==> src/rtl/scancode_to_ascii_line_buffer_top_assert.svh <==
// Assertion macros used by the line buffer top.
// Both macros sample on clk and are disabled while rst_n is low.
`ifndef SCANCODE_TO_ASCII_LINE_BUFFER_TOP_ASSERT_SVH
`define SCANCODE_TO_ASCII_LINE_BUFFER_TOP_ASSERT_SVH
`ifndef ASSERT_OFF
// Same-cycle implication
`define SCTA_ASSERT_IMP(lbl, ante, cons, msg) \
  lbl: assert property (@(posedge clk) disable iff (!rst_n) (ante) |-> (cons)) \
    else $error(msg);
// Next-cycle implication
`define SCTA_ASSERT_NXT(lbl, ante, cons, msg) \
  lbl: assert property (@(posedge clk) disable iff (!rst_n) (ante) |=> (cons)) \
    else $error(msg);
`else
`define SCTA_ASSERT_IMP(lbl, ante, cons, msg)
`define SCTA_ASSERT_NXT(lbl, ante, cons, msg)
`endif
`endif

==> src/rtl/scta_pkg.sv <==
package scta_pkg;

  // Line store geometry
  localparam int BUF_DEPTH = 128;
  localparam int ADDR_W    = $clog2(BUF_DEPTH);
  localparam int FILL_W    = ($clog2(BUF_DEPTH + 1) > 8) ? $clog2(BUF_DEPTH + 1) : 8;

  // Fixed field widths
  localparam int CHAR_W = 8;
  localparam int CODE_W = 8;
  localparam int RIDX_W = 7;
  localparam int LCNT_W = 16;
  localparam int SWI_W  = 2;
  localparam int MAP_N  = 64;

  // Request opcodes
  typedef enum logic {
    OP_SCAN = 1'b0,
    OP_READ = 1'b1
  } scta_op_t;

  // Set-1 scancodes
  localparam logic [CODE_W-1:0] SC_ESC        = 8'h01;
  localparam logic [CODE_W-1:0] SC_BKSP       = 8'h0E;
  localparam logic [CODE_W-1:0] SC_TAB        = 8'h0F;
  localparam logic [CODE_W-1:0] SC_ENTER      = 8'h1C;
  localparam logic [CODE_W-1:0] SC_CTRL_MK    = 8'h1D;
  localparam logic [CODE_W-1:0] SC_KEY_L      = 8'h26;
  localparam logic [CODE_W-1:0] SC_LSHIFT_MK  = 8'h2A;
  localparam logic [CODE_W-1:0] SC_RSHIFT_MK  = 8'h36;
  localparam logic [CODE_W-1:0] SC_KP_STAR    = 8'h37;
  localparam logic [CODE_W-1:0] SC_ALT_MK     = 8'h38;
  localparam logic [CODE_W-1:0] SC_CAPS_MK    = 8'h3A;
  localparam logic [CODE_W-1:0] SC_F1         = 8'h3B;
  localparam logic [CODE_W-1:0] SC_F3         = 8'h3D;
  localparam logic [CODE_W-1:0] SC_CTRL_BRK   = 8'h9D;
  localparam logic [CODE_W-1:0] SC_LSHIFT_BRK = 8'hAA;
  localparam logic [CODE_W-1:0] SC_RSHIFT_BRK = 8'hB6;
  localparam logic [CODE_W-1:0] SC_ALT_BRK    = 8'hB8;

  localparam logic [CHAR_W-1:0] CH_NUL     = 8'h00;
  localparam logic [CHAR_W-1:0] CH_NEWLINE = 8'h0A;
  localparam logic [CHAR_W-1:0] CASE_BIT   = 8'h20;

  // Unshifted keymap, codes 0x00..0x3F
  localparam logic [CHAR_W-1:0] PLAIN_MAP [MAP_N] = '{
    8'h00, 8'h00, "1",   "2",   "3",   "4",   "5",   "6",
    "7",   "8",   "9",   "0",   "-",   "=",   8'h00, 8'h00,
    "q",   "w",   "e",   "r",   "t",   "y",   "u",   "i",
    "o",   "p",   "[",   "]",   8'h00, 8'h00, "a",   "s",
    "d",   "f",   "g",   "h",   "j",   "k",   "l",   ";",
    8'h27, 8'h60, 8'h00, 8'h5C, "z",   "x",   "c",   "v",
    "b",   "n",   "m",   ",",   ".",   "/",   8'h00, "*",
    8'h00, " ",   8'h00, 8'h00, 8'h00, 8'h00, 8'h00, 8'h00
  };

  // Shifted keymap, codes 0x00..0x3F
  localparam logic [CHAR_W-1:0] SHIFT_MAP [MAP_N] = '{
    8'h00, 8'h00, "!",   "@",   "#",   "$",   "%",   "^",
    "&",   "*",   "(",   ")",   "_",   "+",   8'h00, 8'h00,
    "Q",   "W",   "E",   "R",   "T",   "Y",   "U",   "I",
    "O",   "P",   "{",   "}",   8'h00, 8'h00, "A",   "S",
    "D",   "F",   "G",   "H",   "J",   "K",   "L",   ":",
    8'h22, 8'h7E, 8'h00, 8'h7C, "Z",   "X",   "C",   "V",
    "B",   "N",   "M",   "<",   ">",   "?",   8'h00, "*",
    8'h00, " ",   8'h00, 8'h00, 8'h00, 8'h00, 8'h00, 8'h00
  };

  // Store access for one request
  typedef struct packed {
    logic              we;
    logic [ADDR_W-1:0] waddr;
    logic [CHAR_W-1:0] wdata;
    logic              re;
    logic [ADDR_W-1:0] raddr;
    logic              rd_in_range;
  } scta_mem_req_t;

  // Result fields known at accept time
  typedef struct packed {
    logic              op_read;
    logic              bksp;
    logic              echo_valid;
    logic [CHAR_W-1:0] echo_char;
    logic              clear_screen;
    logic              switch_valid;
    logic [SWI_W-1:0]  switch_index;
    logic [FILL_W-1:0] fill_level;
    logic [LCNT_W-1:0] line_count;
  } scta_res_t;

  function automatic logic is_letter(input logic [CHAR_W-1:0] c);
    is_letter = ((c >= "a") && (c <= "z")) || ((c >= "A") && (c <= "Z"));
  endfunction

endpackage

==> src/rtl/scancode_to_ascii_line_buffer_top.sv <==
// Channel  Handshake              Payload
// in       in_valid / in_ready    in_op, in_scan_code, in_read_index
// out      out_valid / out_ready  out_echo_valid .. out_read_data (one per request)
//
// The store is read and state updated at accept; the result register follows stage one.
// One request per cycle is sustained while out_ready is high; the line store RAM (one
// write, one read port, read-first) is touched only at accept, so back-to-back requests
// never collide. Reset clears key flags, counters and the per-entry valid bits.
// A stalled result holds stage one; in_ready drops only when both stages are full.
`include "scancode_to_ascii_line_buffer_top_assert.svh"

module scancode_to_ascii_line_buffer_top (
  input  logic                          clk,
  input  logic                          rst_n,
  input  logic                          in_valid,
  output logic                          in_ready,
  input  logic                          in_op,
  input  logic [scta_pkg::CODE_W-1:0]   in_scan_code,
  input  logic [scta_pkg::RIDX_W-1:0]   in_read_index,
  output logic                          out_valid,
  input  logic                          out_ready,
  output logic                          out_echo_valid,
  output logic [scta_pkg::CHAR_W-1:0]   out_echo_char,
  output logic                          out_erase_echo,
  output logic                          out_clear_screen,
  output logic                          out_switch_valid,
  output logic [scta_pkg::SWI_W-1:0]    out_switch_index,
  output logic [7:0]                    out_fill_level,
  output logic [scta_pkg::LCNT_W-1:0]   out_line_count,
  output logic [scta_pkg::CHAR_W-1:0]   out_read_data
);
  import scta_pkg::*;

  logic              accept;
  logic              s1_adv;
  scta_mem_req_t     mem_req;
  scta_res_t         res;
  logic [CHAR_W-1:0] rdata;

  logic [BUF_DEPTH-1:0] vld_r;
  logic                 s1_valid_r;
  scta_res_t            s1_res_r;
  logic                 s1_vbit_r;
  logic                 out_valid_r;

  logic              erase_nxt;
  logic [CHAR_W-1:0] rd_nxt;

  // Handshake
  assign s1_adv   = s1_valid_r && (!out_valid_r || out_ready);
  assign in_ready = !s1_valid_r || s1_adv;
  assign accept   = in_valid && in_ready;

  scta_kbd_ctrl u_ctrl (
    .clk        (clk),
    .rst_n      (rst_n),
    .accept     (accept),
    .op         (in_op),
    .scan_code  (in_scan_code),
    .read_index (in_read_index),
    .mem_req    (mem_req),
    .res        (res)
  );

  scta_ram #(
    .WIDTH (CHAR_W),
    .DEPTH (BUF_DEPTH)
  ) u_store (
    .clk   (clk),
    .we    (mem_req.we),
    .waddr (mem_req.waddr),
    .wdata (mem_req.wdata),
    .re    (mem_req.re),
    .raddr (mem_req.raddr),
    .rdata (rdata)
  );

  // Entry written since reset; unwritten entries read as zero
  always_ff @(posedge clk) begin
    if (!rst_n) begin
      vld_r <= '0;
    end else if (mem_req.we) begin
      vld_r[mem_req.waddr] <= 1'b1;
    end
  end

  // Stage one: waits for the store read data
  always_ff @(posedge clk) begin
    if (!rst_n) begin
      s1_valid_r <= 1'b0;
    end else if (accept) begin
      s1_valid_r <= 1'b1;
    end else if (s1_adv) begin
      s1_valid_r <= 1'b0;
    end
  end

  always_ff @(posedge clk) begin
    if (accept) begin
      s1_res_r  <= res;
      s1_vbit_r <= vld_r[mem_req.raddr] && mem_req.rd_in_range;
    end
  end

  // Merge store data into the result
  assign erase_nxt = s1_res_r.bksp && s1_vbit_r && (rdata != CH_NUL);
  assign rd_nxt    = (s1_res_r.op_read && s1_vbit_r) ? rdata : CH_NUL;

  // Output register
  always_ff @(posedge clk) begin
    if (!rst_n) begin
      out_valid_r <= 1'b0;
    end else if (s1_adv) begin
      out_valid_r <= 1'b1;
    end else if (out_ready) begin
      out_valid_r <= 1'b0;
    end
  end

  always_ff @(posedge clk) begin
    if (s1_adv) begin
      out_echo_valid   <= s1_res_r.echo_valid;
      out_echo_char    <= s1_res_r.echo_char;
      out_erase_echo   <= erase_nxt;
      out_clear_screen <= s1_res_r.clear_screen;
      out_switch_valid <= s1_res_r.switch_valid;
      out_switch_index <= s1_res_r.switch_index;
      out_fill_level   <= s1_res_r.fill_level[7:0];
      out_line_count   <= s1_res_r.line_count;
      out_read_data    <= rd_nxt;
    end
  end

  assign out_valid = out_valid_r;

  // Checks
  `SCTA_ASSERT_IMP(a_store_write_on_accept, mem_req.we, accept, "store written without accept")
  `SCTA_ASSERT_NXT(a_accept_fills_s1, accept, s1_valid_r, "accepted request lost before stage one")
  `SCTA_ASSERT_IMP(a_fill_bound, s1_valid_r, s1_res_r.fill_level <= FILL_W'(BUF_DEPTH), "fill level beyond store depth")
  `SCTA_ASSERT_IMP(a_one_action, out_valid_r, $onehot0({out_echo_valid, out_erase_echo, out_clear_screen, out_switch_valid}), "more than one action in a result")

endmodule

==> src/rtl/scta_ram.sv <==
module scta_ram #(
  parameter int WIDTH = 8,
  parameter int DEPTH = 128
) (
  input  logic                     clk,
  input  logic                     we,
  input  logic [$clog2(DEPTH)-1:0] waddr,
  input  logic [WIDTH-1:0]         wdata,
  input  logic                     re,
  input  logic [$clog2(DEPTH)-1:0] raddr,
  output logic [WIDTH-1:0]         rdata
);

  logic [WIDTH-1:0] mem [DEPTH];

  // Read-first: a read at the written address returns the old word
  always_ff @(posedge clk) begin
    if (we) begin
      mem[waddr] <= wdata;
    end
    if (re) begin
      rdata <= mem[raddr];
    end
  end

endmodule

==> src/rtl/scta_kbd_ctrl.sv <==
module scta_kbd_ctrl (
  input  logic                          clk,
  input  logic                          rst_n,
  input  logic                          accept,
  input  logic                          op,
  input  logic [scta_pkg::CODE_W-1:0]   scan_code,
  input  logic [scta_pkg::RIDX_W-1:0]   read_index,
  output scta_pkg::scta_mem_req_t       mem_req,
  output scta_pkg::scta_res_t           res
);
  import scta_pkg::*;

  logic              lshift_r, lshift_nxt;
  logic              rshift_r, rshift_nxt;
  logic              caps_r, caps_nxt;
  logic              ctrl_r, ctrl_nxt;
  logic              alt_r, alt_nxt;
  logic [FILL_W-1:0] fill_r, fill_nxt;
  logic [LCNT_W-1:0] lines_r, lines_nxt;

  logic [CHAR_W-1:0] map_raw;
  logic [CHAR_W-1:0] mapped;
  logic [FILL_W-1:0] bksp_fill;
  scta_mem_req_t     req;

  // Keymap lookup with caps folding on letters
  always_comb begin
    map_raw = (lshift_r || rshift_r) ? SHIFT_MAP[scan_code[5:0]] : PLAIN_MAP[scan_code[5:0]];
    mapped  = (caps_r && is_letter(map_raw)) ? (map_raw ^ CASE_BIT) : map_raw;
  end

  assign bksp_fill = (fill_r != '0) ? (fill_r - FILL_W'(1)) : fill_r;

  // Scancode decode: next flags, counters and store access
  always_comb begin
    lshift_nxt = lshift_r;
    rshift_nxt = rshift_r;
    caps_nxt   = caps_r;
    ctrl_nxt   = ctrl_r;
    alt_nxt    = alt_r;
    fill_nxt   = fill_r;
    lines_nxt  = lines_r;
    req        = '0;
    res        = '0;

    if (op == OP_READ) begin
      res.op_read     = 1'b1;
      req.raddr       = ADDR_W'(read_index);
      req.rd_in_range = (FILL_W'(read_index) < FILL_W'(BUF_DEPTH));
    end else begin
      unique case (scan_code)
        SC_LSHIFT_MK:  lshift_nxt = 1'b1;
        SC_LSHIFT_BRK: lshift_nxt = 1'b0;
        SC_RSHIFT_MK:  rshift_nxt = 1'b1;
        SC_RSHIFT_BRK: rshift_nxt = 1'b0;
        SC_CAPS_MK:    caps_nxt   = !caps_r;
        SC_CTRL_MK:    ctrl_nxt   = 1'b1;
        SC_CTRL_BRK:   ctrl_nxt   = 1'b0;
        SC_ALT_MK:     alt_nxt    = 1'b1;
        SC_ALT_BRK:    alt_nxt    = 1'b0;
        SC_ENTER: begin
          // Enter may take the last slot
          if (fill_r < FILL_W'(BUF_DEPTH)) begin
            req.we         = 1'b1;
            req.waddr      = fill_r[ADDR_W-1:0];
            req.wdata      = CH_NEWLINE;
            fill_nxt       = fill_r + FILL_W'(1);
            lines_nxt      = lines_r + LCNT_W'(1);
            res.echo_valid = 1'b1;
            res.echo_char  = CH_NEWLINE;
          end
        end
        SC_BKSP: begin
          // Read old entry for the erase check, clear it in the same cycle
          res.bksp        = 1'b1;
          req.we          = 1'b1;
          req.waddr       = bksp_fill[ADDR_W-1:0];
          req.wdata       = CH_NUL;
          req.raddr       = bksp_fill[ADDR_W-1:0];
          req.rd_in_range = 1'b1;
          fill_nxt        = bksp_fill;
        end
        default: begin
          if (ctrl_r && (scan_code == SC_KEY_L)) begin
            res.clear_screen = 1'b1;
          end else if ((scan_code >= SC_F1) && (scan_code <= SC_F3)) begin
            if (alt_r) begin
              res.switch_valid = 1'b1;
              res.switch_index = SWI_W'(scan_code - SC_F1);
            end
          end else if ((scan_code < SC_F1) && (scan_code != SC_ESC) &&
                       (scan_code != SC_TAB) && (scan_code != SC_KP_STAR)) begin
            // Printable key, one slot kept free for enter
            if ((mapped != CH_NUL) && (fill_r < FILL_W'(BUF_DEPTH - 1))) begin
              req.we         = 1'b1;
              req.waddr      = fill_r[ADDR_W-1:0];
              req.wdata      = mapped;
              fill_nxt       = fill_r + FILL_W'(1);
              res.echo_valid = 1'b1;
              res.echo_char  = mapped;
            end
          end
        end
      endcase
    end

    res.fill_level = fill_nxt;
    res.line_count = lines_nxt;
  end

  // Gate store access with the handshake
  always_comb begin
    mem_req    = req;
    mem_req.we = req.we && accept;
    mem_req.re = accept;
  end

  // Keyboard state registers
  always_ff @(posedge clk) begin
    if (!rst_n) begin
      lshift_r <= 1'b0;
      rshift_r <= 1'b0;
      caps_r   <= 1'b0;
      ctrl_r   <= 1'b0;
      alt_r    <= 1'b0;
      fill_r   <= '0;
      lines_r  <= '0;
    end else if (accept) begin
      lshift_r <= lshift_nxt;
      rshift_r <= rshift_nxt;
      caps_r   <= caps_nxt;
      ctrl_r   <= ctrl_nxt;
      alt_r    <= alt_nxt;
      fill_r   <= fill_nxt;
      lines_r  <= lines_nxt;
    end
  end

endmodule
==> config.mk <==
export PLATFORM = sky130hd
export DESIGN_NAME = scancode_to_ascii_line_buffer_top
export DESIGN_NICKNAME = d
export VERILOG_FILES = /design/src/rtl/scta_pkg.sv /design/src/rtl/scancode_to_ascii_line_buffer_top.sv /design/src/rtl/scta_ram.sv /design/src/rtl/scta_kbd_ctrl.sv
export VERILOG_INCLUDE_DIRS = /design/src /design/src/rtl
export SDC_FILE = /design/constraint.sdc
export NUM_CORES = 1
export LEC_CHECK = 0
export BUFFER_PORTS_ARGS = -buffer_cell sky130_fd_sc_hd__buf_2
export CAP_MARGIN = 25
export CORE_MARGIN = 1
export CORE_UTILIZATION = 40
export DETAILED_ROUTE_END_ITERATION = 10
export PLACE_DENSITY = 0.61
export SETUP_SLACK_MARGIN = 0.3
export SLEW_MARGIN = 5
export SYNTH_ARGS = -nofsm -noshare
export SYNTH_HDL_FRONTEND = slang
export SYNTH_SLANG_ARGS = --single-unit
==> constraint.sdc <==
create_clock -name clk -period 7.2 [get_ports clk]
set_input_delay 0.72 -clock clk [delete_from_list [all_inputs] [get_ports clk]]
set_output_delay 0.72 -clock clk [all_outputs]
set_load 0.01 [all_outputs]
==> impl_summary.txt, run 1 <==
----------------------------------------------------
[Run status]
  Result of the run ... finished, final reports clean

[Power]
  Worst supply voltage drop on vdd ... 218 uV
  Final total power ... 14.0 mW
  Net switching power ... 3.22 mW
  Part of the power in combinational logic ... 0.062
  Leakage ... roughly 18 nW
  Ratio of total power to cell area ... approximately 260 mW/mm^2
  Part of the total power dissipated in sequential elements ... 0.516
  Part of the power in the clock network ... 0.422
  Internal power component ... 10.8 mW
  Fraction of power spent switching nets ... 0.230

[Finish]
  Number of nets in the layout ... between 3,000 and 4,000
  Synth-to-Final Area Change ... 12.6%
  ANT cells ... 0
  Core occupancy in the finished layout ... 0.454
  Layout cells sized above 1 ... 0.114
  Final Instance Area ... 0.0536 sq mm
  # fillers ... 10,500

[Clock network]
  Post-CTS Resized ... 0
  Clock root buffer ... sky130_fd_sc_hd__clkbuf_16
  Hold_buf cts ... 0
  CTS tree ... yes
  Longest Clk Path Bufs ... 3
  Clk slew on worst S/H paths ... approximately 60 ps
  Number of sinks driven by the clock tree ... 1,145
  Htree depth ... 3
  Number of clock buffers inserted by TritonCTS ... around 110
  Worst skew pair latency ... approximately 730 ps
  Setup bufs post-CTS ... 0

[Synth]
  Cell accounting for the most synthesized area ... sky130_fd_sc_hd__edfxtp_1
  Fraction of the yosys area taken by sequential cells ... 0.689
  Top area cells in the synthesized netlist ... sky130_fd_sc_hd__edfxtp_1 62%, sky130_fd_sc_hd__nand2_1 6.8%, sky130_fd_sc_hd__dfxtp_1 6.7%
  Ys async rst share ... 0
  Flop and latch count out of synthesis ... between 1,000 and 1,500
  Syn. warnings ... 0
  Fraction of synthesized cell area taken by the top area cell type ... 0.622
  Post-Syn Area ... 0.0476 sq mm
  Gate Count Post-Synth ... 3,753
  Top flip-flop cell by instance count after synthesis ... sky130_fd_sc_hd__edfxtp_1
  Average cell area after synthesis ... ~13 sq um
  Post-synth EDFFs ... between 900 and 1,000
  Post-synthesis cell type count ... 93

[Placed design]
  Area post-placement ... 0.0499 sq mm
  Last weighted congestion value of the routability-driven placer ... around 0.9
  IO Port Bufs ... 65
  Detailed placement HPWL ... 85.9 mm

[Die]
  Full die area ... 0.120 sq mm
  IO Count ... 68
  # rows ... approximately 130
  Horizontal die dimension ... approximately 350 um
  Die Height ... approximately 350 um
  Starting density of the core ... 0.403
  Core Footprint ... 0.118 sq mm

[STA]
  Slew at the pin closest to its max-slew limit ... approximately 1100 ps
  Count of pins over their slew limit ... 0
  Post-layout min period ... between 5000 and 6000 ps
  Max Fclk ... 0.181 GHz
  Setup violators final ... 0
  Share of the clock period used by the worst path ... 0.767
  Max-Slew Margin vs Limit ... 0.255
  Number of hold violations in the final report ... 0
  Unrepaired setup endpoints after global routing ... false
  Worst-case clock skew ... between 30 and 40 ps

[Global route]
  GRT Overall Usage ... 0.224
  Via count of the first global-routing pass ... slightly above 30,000
  Pin count of the biggest net entering global routing ... about 130
  Wire length of the first global-routing pass ... approximately 200 mm
  Antenna violations before repair ... 2
  GR Overflow Total ... 0

[Critical path]
  CP startpoint kind ... primary input
  Buf+Inv Stages, Crit Path ... 2
  Endpoint required time on the critical path ... 7530 ps
  Critical-path top delay cell ... sky130_fd_sc_hd__a311oi_1
  Signal arrival time at the worst endpoint ... 5850 ps
  Cell Chain, Critical Path ... buf_2 > inv_1 > ha_1 > nor3b_1 > o211ai_1 > a21boi_0 > a311oi_1 > nor3_1 > a21boi_0 > ha_1 > a31oi_1 > nand2b_1 > a311o_1 > or3_2 > nor2_1
  Crit path kind ... in2reg
  CP top delay family ... simple AND/OR/NAND/NOR gates
  Largest stage delay on the critical path ... 800 ps
  Capturing element type of the critical path ... flip-flop
  Critical-path maximum fanout ... 18

[Routing]
  DRC viols ... 0
  Final WL ... about 140 mm
  Vias after detailed routing ... 31,900
  Post-detailed-route via-to-cell ratio ... about 6
  TritonRoute pass-1 iters ... 6
  Routed wire per std cell ... approximately 25 um
  ANT nets after route ... 0
  First-iteration detailed-routing DRC count ... roughly 4,000

[Job]
  Number of max-cap violations ... 0

[Min path]
  Type of the most critical hold path ... in2reg

----------------------------------------------------
-- cell usage after synthesis, drive strengths merged (53+ instances only) --
cell / n
a21oi: 74
nand4: 62
edfxtp: 986
mux2i: 81
and3: 78
o21ai: 53
a31oi: 85
dfxtp: 159
nand3: 237
nand2: 863
buf: 149
clkbuf: 93
o21a: 125
nor2: 194
-- flip-flops by register name, summed over array words and instances (netlist names), 2 cells and up --
name,count
out_line_count,16
vld_r,128
out_switch_index,2
u_store.mem,896
u_ctrl.lines_r,16
out_fill_level,8
u_ctrl.fill_r,8
out_read_data,7
out_echo_char,7
s1_res_r,38
u_store.rdata,7
-- layout make-up --
cell class | count | area, sq um | share of cell area
Tap cell | 1536 | 1920 | 0.0359
Clock inverter | 53 | 548 | 0.0102
Clock buffer | 163 | 3170 | 0.0591
Inverter | 21 | 78.8 | 0.00147
Sequential cell | 1145 | 32800 | 0.612
Multi-Input combinational cell | 2346 | 13700 | 0.256
Timing Repair Buffer | 170 | 1370 | 0.0255
-- cells in the final DEF, fill, tap and decap left out, types with 61 or more instances in the layout --
cell type                     n
sky130_fd_sc_hd__edfxtp_1   986
sky130_fd_sc_hd__and3_1      76
sky130_fd_sc_hd__buf_4       83
sky130_fd_sc_hd__a21oi_1     74
sky130_fd_sc_hd__o21a_1     125
sky130_fd_sc_hd__clkbuf_16  114
sky130_fd_sc_hd__a31oi_1     84
sky130_fd_sc_hd__dfxtp_1    159
sky130_fd_sc_hd__mux2i_1     81
sky130_fd_sc_hd__nand2_1    861
sky130_fd_sc_hd__nor2_1     170
sky130_fd_sc_hd__nand3_1    237
sky130_fd_sc_hd__buf_2       66
sky130_fd_sc_hd__nand4_1     61
-- per-stage QoR --
stage	TNS [ps]	hold WS [ps]	worst slack (ps)	cells
final	0	269	1680	5434
after global routing	0	318	1280	5434
after CTS	0	232	1840	5432
after detailed placement	0	405	1080	5216
after global placement	0	405	1170	5215
after floorplan	-74070	400	-290	3754
-- worst reg2reg max path: stages, from the launching register on --
cell	delay, ps
sky130_fd_sc_hd__dfxtp_1	450
sky130_fd_sc_hd__inv_1	210
sky130_fd_sc_hd__ha_1	190
sky130_fd_sc_hd__or4b_2	650
sky130_fd_sc_hd__nor3_1	510
sky130_fd_sc_hd__o41a_2	840
sky130_fd_sc_hd__buf_4	470
sky130_fd_sc_hd__nand2_1	80
sky130_fd_sc_hd__and3_1	180
sky130_fd_sc_hd__a31oi_1	260
sky130_fd_sc_hd__o22ai_1	200
sky130_fd_sc_hd__or4_1	650
sky130_fd_sc_hd__o31ai_1	420
sky130_fd_sc_hd__a211o_1	150
-- kinds of logic (layout without fill, tap and decap cells) --
kind of cell | after synthesis | after routing | synth area share
other cells | 1 | 2 | 0.0000788
xor+xnor | 34 | 34 | 0.00626
mux | 117 | 117 | 0.0329
fa+ha+maj | 20 | 20 | 0.00526
compound gates | 593 | 593 | 0.0902
simple gates | 1580 | 1580 | 0.150
buf+inv | 263 | 407 | 0.0269
flops | 1145 | 1145 | 0.689
-- power by group through the flow --
stage / combinational (mW) / clock, mW / sequential (mW)
after floorplan: 0.514 / 0 / 7.36
after CTS: 0.855 / 5.96 / 7.22
final: 0.867 / 5.90 / 7.23
after global placement: 0.851 / 0 / 7.37
after global routing: 0.918 / 6.20 / 7.22
after detailed placement: 0.851 / 0 / 7.37
-- routing by layer --
layer / global-route usage / part of all wire / vias up
li1: - / - / 14100
met3: 0.0368 / 0.089 / 230
met4: 0.0656 / 0.026 / 0
met2: 0.358 / 0.47 / 1488
met5: 0 / 0 / -
met1: 0.315 / 0.42 / 16100
-- worst paths after layout --
path	startpoint	endpoint	slack (ps)	depth (start not counted)
max reg2reg	u_ctrl.fill_r[0]$_SDFFE_PN0P_	u_store.rdata[4]$_DFFE_PP_	1840	13
max	in_scan_code[1]	u_store.mem[93][1]$_DFFE_PP_	1680	15
min	in_valid	s1_valid_r$_SDFFE_PN0P_	270	3
min reg2reg	s1_res_r[16]$_DFFE_PP_	out_fill_level[0]$_DFFE_PP_	420	0
Note: power is estimated with default switching activity, not from simulation.
==> inputs of run 2 (changes only) <==
--- a/config.mk
+++ b/config.mk
@@ -6,6 +6,7 @@
 export SDC_FILE = /design/constraint.sdc
 export NUM_CORES = 1
 export LEC_CHECK = 0
+export ABC_AREA = 1
 export BUFFER_PORTS_ARGS = -buffer_cell sky130_fd_sc_hd__buf_2
 export CAP_MARGIN = 25
 export CORE_MARGIN = 1
==> constraint.sdc (replaced) <==
create_clock -name clk -period 4.95 [get_ports clk]
set_input_delay 0.495 -clock clk [delete_from_list [all_inputs] [get_ports clk]]
set_output_delay 0.495 -clock clk [all_outputs]
set_load 0.01 [all_outputs]
==> run 2 against run 1 <==
Via count grew 3.7%. Clock power grew 45%. Synthesized cell count grew 18%. Worst setup slack lost 780 ps. Wire length shrank 5.1%. Clock skew shrank 0.81 ps. Cell area grew 4.1%. Hold slack lost 170 ps. Core utilization grew 0.19 points. Final cell count grew 13%. Combinational power grew 59%. Flip-flop and latch count is the same. Largest cell class unchanged.
==> impl_summary.txt, run 2 <==
----------------------------------------------------
[Die]
  Core Footprint ... 0.122 sq mm (+3.6%)
  Horizontal die dimension ... 354 um (+2.1%)
  Starting density of the core ... 0.405 (+0.00218)
  IO Count ... 68 (unchanged)
  # rows ... 128 (+1.6%)
  Die Height ... 354 um (+2.1%)
  Full die area ... 0.125 sq mm (+4.2%)

[Routing]
  TritonRoute pass-1 iters ... 6 (unchanged)
  Routed wire per std cell ... 21.2 um (-16%)
  DRC viols ... 0 (unchanged)
  Post-detailed-route via-to-cell ratio ... 5.37 (-8.5%)
  ANT nets after route ... 0 (unchanged)
  Final WL ... 130 mm (-5.1%)
  Vias after detailed routing ... 33,100 (+3.7%)
  First-iteration detailed-routing DRC count ... 3,475 (-14%)

[Synth]
  Post-synth EDFFs ... 986 (unchanged)
  Top flip-flop cell by instance count after synthesis ... sky130_fd_sc_hd__edfxtp_1
  Most common cell in the synthesized netlist ... sky130_fd_sc_hd__edfxtp_1
  Cell accounting for the most synthesized area ... sky130_fd_sc_hd__edfxtp_1
  Gate Count Post-Synth ... 4,421 (+18%)
  Post-synthesis cell type count ... 51 (-45%)
  Fraction of synthesized cell area taken by the top area cell type ... 0.597 (-0.0250)
  Post-Syn Area ... 0.0496 sq mm (+4.2%)
  Ys async rst share ... 0 (unchanged)
  Flop and latch count out of synthesis ... 1,145 (unchanged)
  Top area cells in the synthesized netlist ... sky130_fd_sc_hd__edfxtp_1 60%, sky130_fd_sc_hd__o211ai_1 7.3%, sky130_fd_sc_hd__dfxtp_1 6.4%
  Fraction of the yosys area taken by sequential cells ... 0.661 (-0.0276)
  Top post-synthesis cells by count ... 986 x sky130_fd_sc_hd__edfxtp_1, 596 x sky130_fd_sc_hd__nand2_1, 570 x sky130_fd_sc_hd__inv_1
  Syn. warnings ... 0 (unchanged)
  Average cell area after synthesis ... 11.2 sq um (-12%)

[Clock network]
  Htree depth ... 3 (unchanged)
  Hold_buf cts ... 0 (unchanged)
  Clock root buffer ... sky130_fd_sc_hd__clkbuf_16
  Post-CTS Resized ... 0 (unchanged)
  CTS tree ... yes
  Longest Clk Path Bufs ... 3 (unchanged)
  Number of clock buffers inserted by TritonCTS ... 114 (+0.88%)
  Number of sinks driven by the clock tree ... 1,145 (unchanged)
  Setup bufs post-CTS ... 0 (unchanged)
  Clk slew on worst S/H paths ... 70 ps (about the same)
  Worst skew pair latency ... 710 ps (-20 ps)

[STA]
  Worst-case clock skew ... 33.2 ps (-0.812 ps)
  Setup violators final ... 0 (unchanged)
  Share of the clock period used by the worst path ... 0.818
  Count of pins over their slew limit ... 0 (unchanged)
  Worst hold slack ... 100 ps (-169 ps)
  Post-layout min period ... 4050 ps
  Slew at the pin closest to its max-slew limit ... 1030 ps (-86.0 ps)
  Smallest setup slack after layout ... 900 ps (-779 ps)
  Setup TNS ... 0 ps (unchanged)
  Unrepaired setup endpoints after global routing ... false
  Number of hold violations in the final report ... 0 (unchanged)
  Max-Slew Margin vs Limit ... 0.312 (+0.0574)
  Max Fclk ... roughly 0.25 GHz

[Critical path]
  Worst setup path startpoint ... u_ctrl.fill_r[3]$_SDFFE_PN0P_
  Endpoint required time on the critical path ... 5410 ps (-2120 ps)
  CP startpoint kind ... flip-flop
  Crit path kind ... reg2reg
  Signal arrival time at the worst endpoint ... 4510 ps (-1340 ps)
  Capturing point of the worst reg2reg path ... u_store.rdata[2]$_DFFE_PP_
  Crit Reg-Reg Startpoint ... u_ctrl.fill_r[3]$_SDFFE_PN0P_
  Register-to-Register Path Depth ... 18 (+5)
  R2r setup slk ... 900 ps (-940 ps)
  Capturing element type of the critical path ... flip-flop
  Critical-path maximum fanout ... 45 (+27)

[Placed design]
  Worst setup slack before clock tree synthesis ... 600 ps (-481 ps)
  Detailed placement HPWL ... 79.8 mm (-7.1%)
  Last weighted congestion value of the routability-driven placer ... 0.890 (-3.2%)
  IO Port Bufs ... 65 (unchanged)

[Finish]
  Regs by FF count ... u_store.mem (896), vld_r (128), s1_res_r (38)
  Register bank with the most flops ... u_store.mem
  ANT cells ... 0 (unchanged)
  Number of nets in the layout ... 4,471 (+17%)
  Commonest cells after routing, fill and taps aside ... 986 x sky130_fd_sc_hd__edfxtp_1, 595 x sky130_fd_sc_hd__nand2_1, 568 x sky130_fd_sc_hd__inv_1
  Layout cells sized above 1 ... 0.131 (+0.0167)
  Most common cell after layout, fill and taps aside ... sky130_fd_sc_hd__edfxtp_1
  Core occupancy in the finished layout ... 0.456 (+0.00188)
  Max reg flops ... 896 (unchanged)
  Synth-to-Final Area Change ... 12.5%

[Global route]
  Antenna violations before repair ... 0 (-2)
  Pin count of the biggest net entering global routing ... 129 (unchanged)
  Wire length of the first global-routing pass ... 197 mm (-2.9%)
  Via count of the first global-routing pass ... 31,900 (+5.2%)
  GR Overflow Total ... 0 (unchanged)
  GRT Overall Usage ... 0.205 (-0.0191)

[Min path]
  End of the worst hold path ... out_valid$_SDFFE_PN0P_
  Hold Path Origin ... out_ready
  Number of cells traversed by the worst hold path ... 4 (+1)
  Type of the most critical hold path ... in2reg

[Job]
  Number of max-cap violations ... 0 (unchanged)

[Power]
  Worst supply voltage drop on vdd ... 292 uV (+34%)
  Ratio of total power to cell area ... 367 mW/mm^2 (+41%)
  Leakage ... 20.2 nW (+11%)
  Final total power ... 20.5 mW (+46%)

[Run status]
  Result of the run ... finished, final reports clean

----------------------------------------------------
==> run 2: final cells by class <==
class,count,area [sq um]
inverters,595,2250
multi-input cells,2413,13400
fillers,11200,66600
well taps,1625,2030
flip-flops and latches,1145,32800
repair buffers,162,1590
clock buffers,165,3220
clock inverters,52,492
==> run 2: metal layers <==
layer  GRT usage  vias up  wire (um)
li1            -    15600          -
met1       0.285    16100      57100
met2       0.334     1092      61600
met3      0.0253      211       7750
met4      0.0688        0       3830
met5           0        -          0
==> run 2: metrics by stage <==
stage,cells,cell area [sq um]
floorplan,4422,49600
global placement,5939,52100
detailed placement,5940,52100
CTS,6157,55800
global route,6157,55800
finish,6157,55800
==> run 2: logic make-up (layout without fill, tap and decap cells) <==
logic type                 count (synthesis)  in the layout  synth area share
AOI/OAI and AO/OA                        860            860             0.114
xor gates and xnor gates                  19             19           0.00336
adders and majority gates                 20             20           0.00505
buffers and inverters                    864            974            0.0717
DFF                                     1145           1145             0.661
other                                      1              2         0.0000756
and+or+nand+nor                         1512           1512             0.145
==> run 2: worst max-delay path by stage <==
stage | to | slack, ps | cells after the start
4_1_cts | u_store.rdata[0]$_DFFE_PP_ | 970 | 16
5_1_grt | u_store.rdata[2]$_DFFE_PP_ | 610 | 16
6_report | u_store.rdata[2]$_DFFE_PP_ | 900 | 18
2_1_floorplan | u_store.mem[0][2]$_DFFE_PP_ | -880 | 17
3_5_place_dp | u_store.mem[90][0]$_DFFE_PP_ | 600 | 26
3_3_place_gp | u_store.mem[26][5]$_DFFE_PP_ | 640 | 26
==> run 2: critical path, stage by stage, from the launching register on <==
cell	delay [ps]
sky130_fd_sc_hd__dfxtp_1	420
sky130_fd_sc_hd__inv_1	300
sky130_fd_sc_hd__nand2_1	110
sky130_fd_sc_hd__nor2_2	240
sky130_fd_sc_hd__nand3_2	140
sky130_fd_sc_hd__nand2_1	170
sky130_fd_sc_hd__inv_2	80
sky130_fd_sc_hd__o21ai_0	230
sky130_fd_sc_hd__o21ai_4	190
sky130_fd_sc_hd__inv_4	530
sky130_fd_sc_hd__buf_12	270
sky130_fd_sc_hd__buf_4	270
sky130_fd_sc_hd__nand3_1	100
sky130_fd_sc_hd__nand3_1	120
sky130_fd_sc_hd__nand3_1	180
sky130_fd_sc_hd__nand3_1	230
sky130_fd_sc_hd__nand2_1	70
sky130_fd_sc_hd__nand2_1	60
sky130_fd_sc_hd__nand2_1	40
==> run 2: power by group <==
| part | switching, mW | internal, mW |
|---|---|---|
| Sequential | 0.0382 | 10.5 |
| Combinational | 0.988 | 0.388 |
| Clock | 3.64 | 4.92 |
| Total | 4.66 | 15.8 |
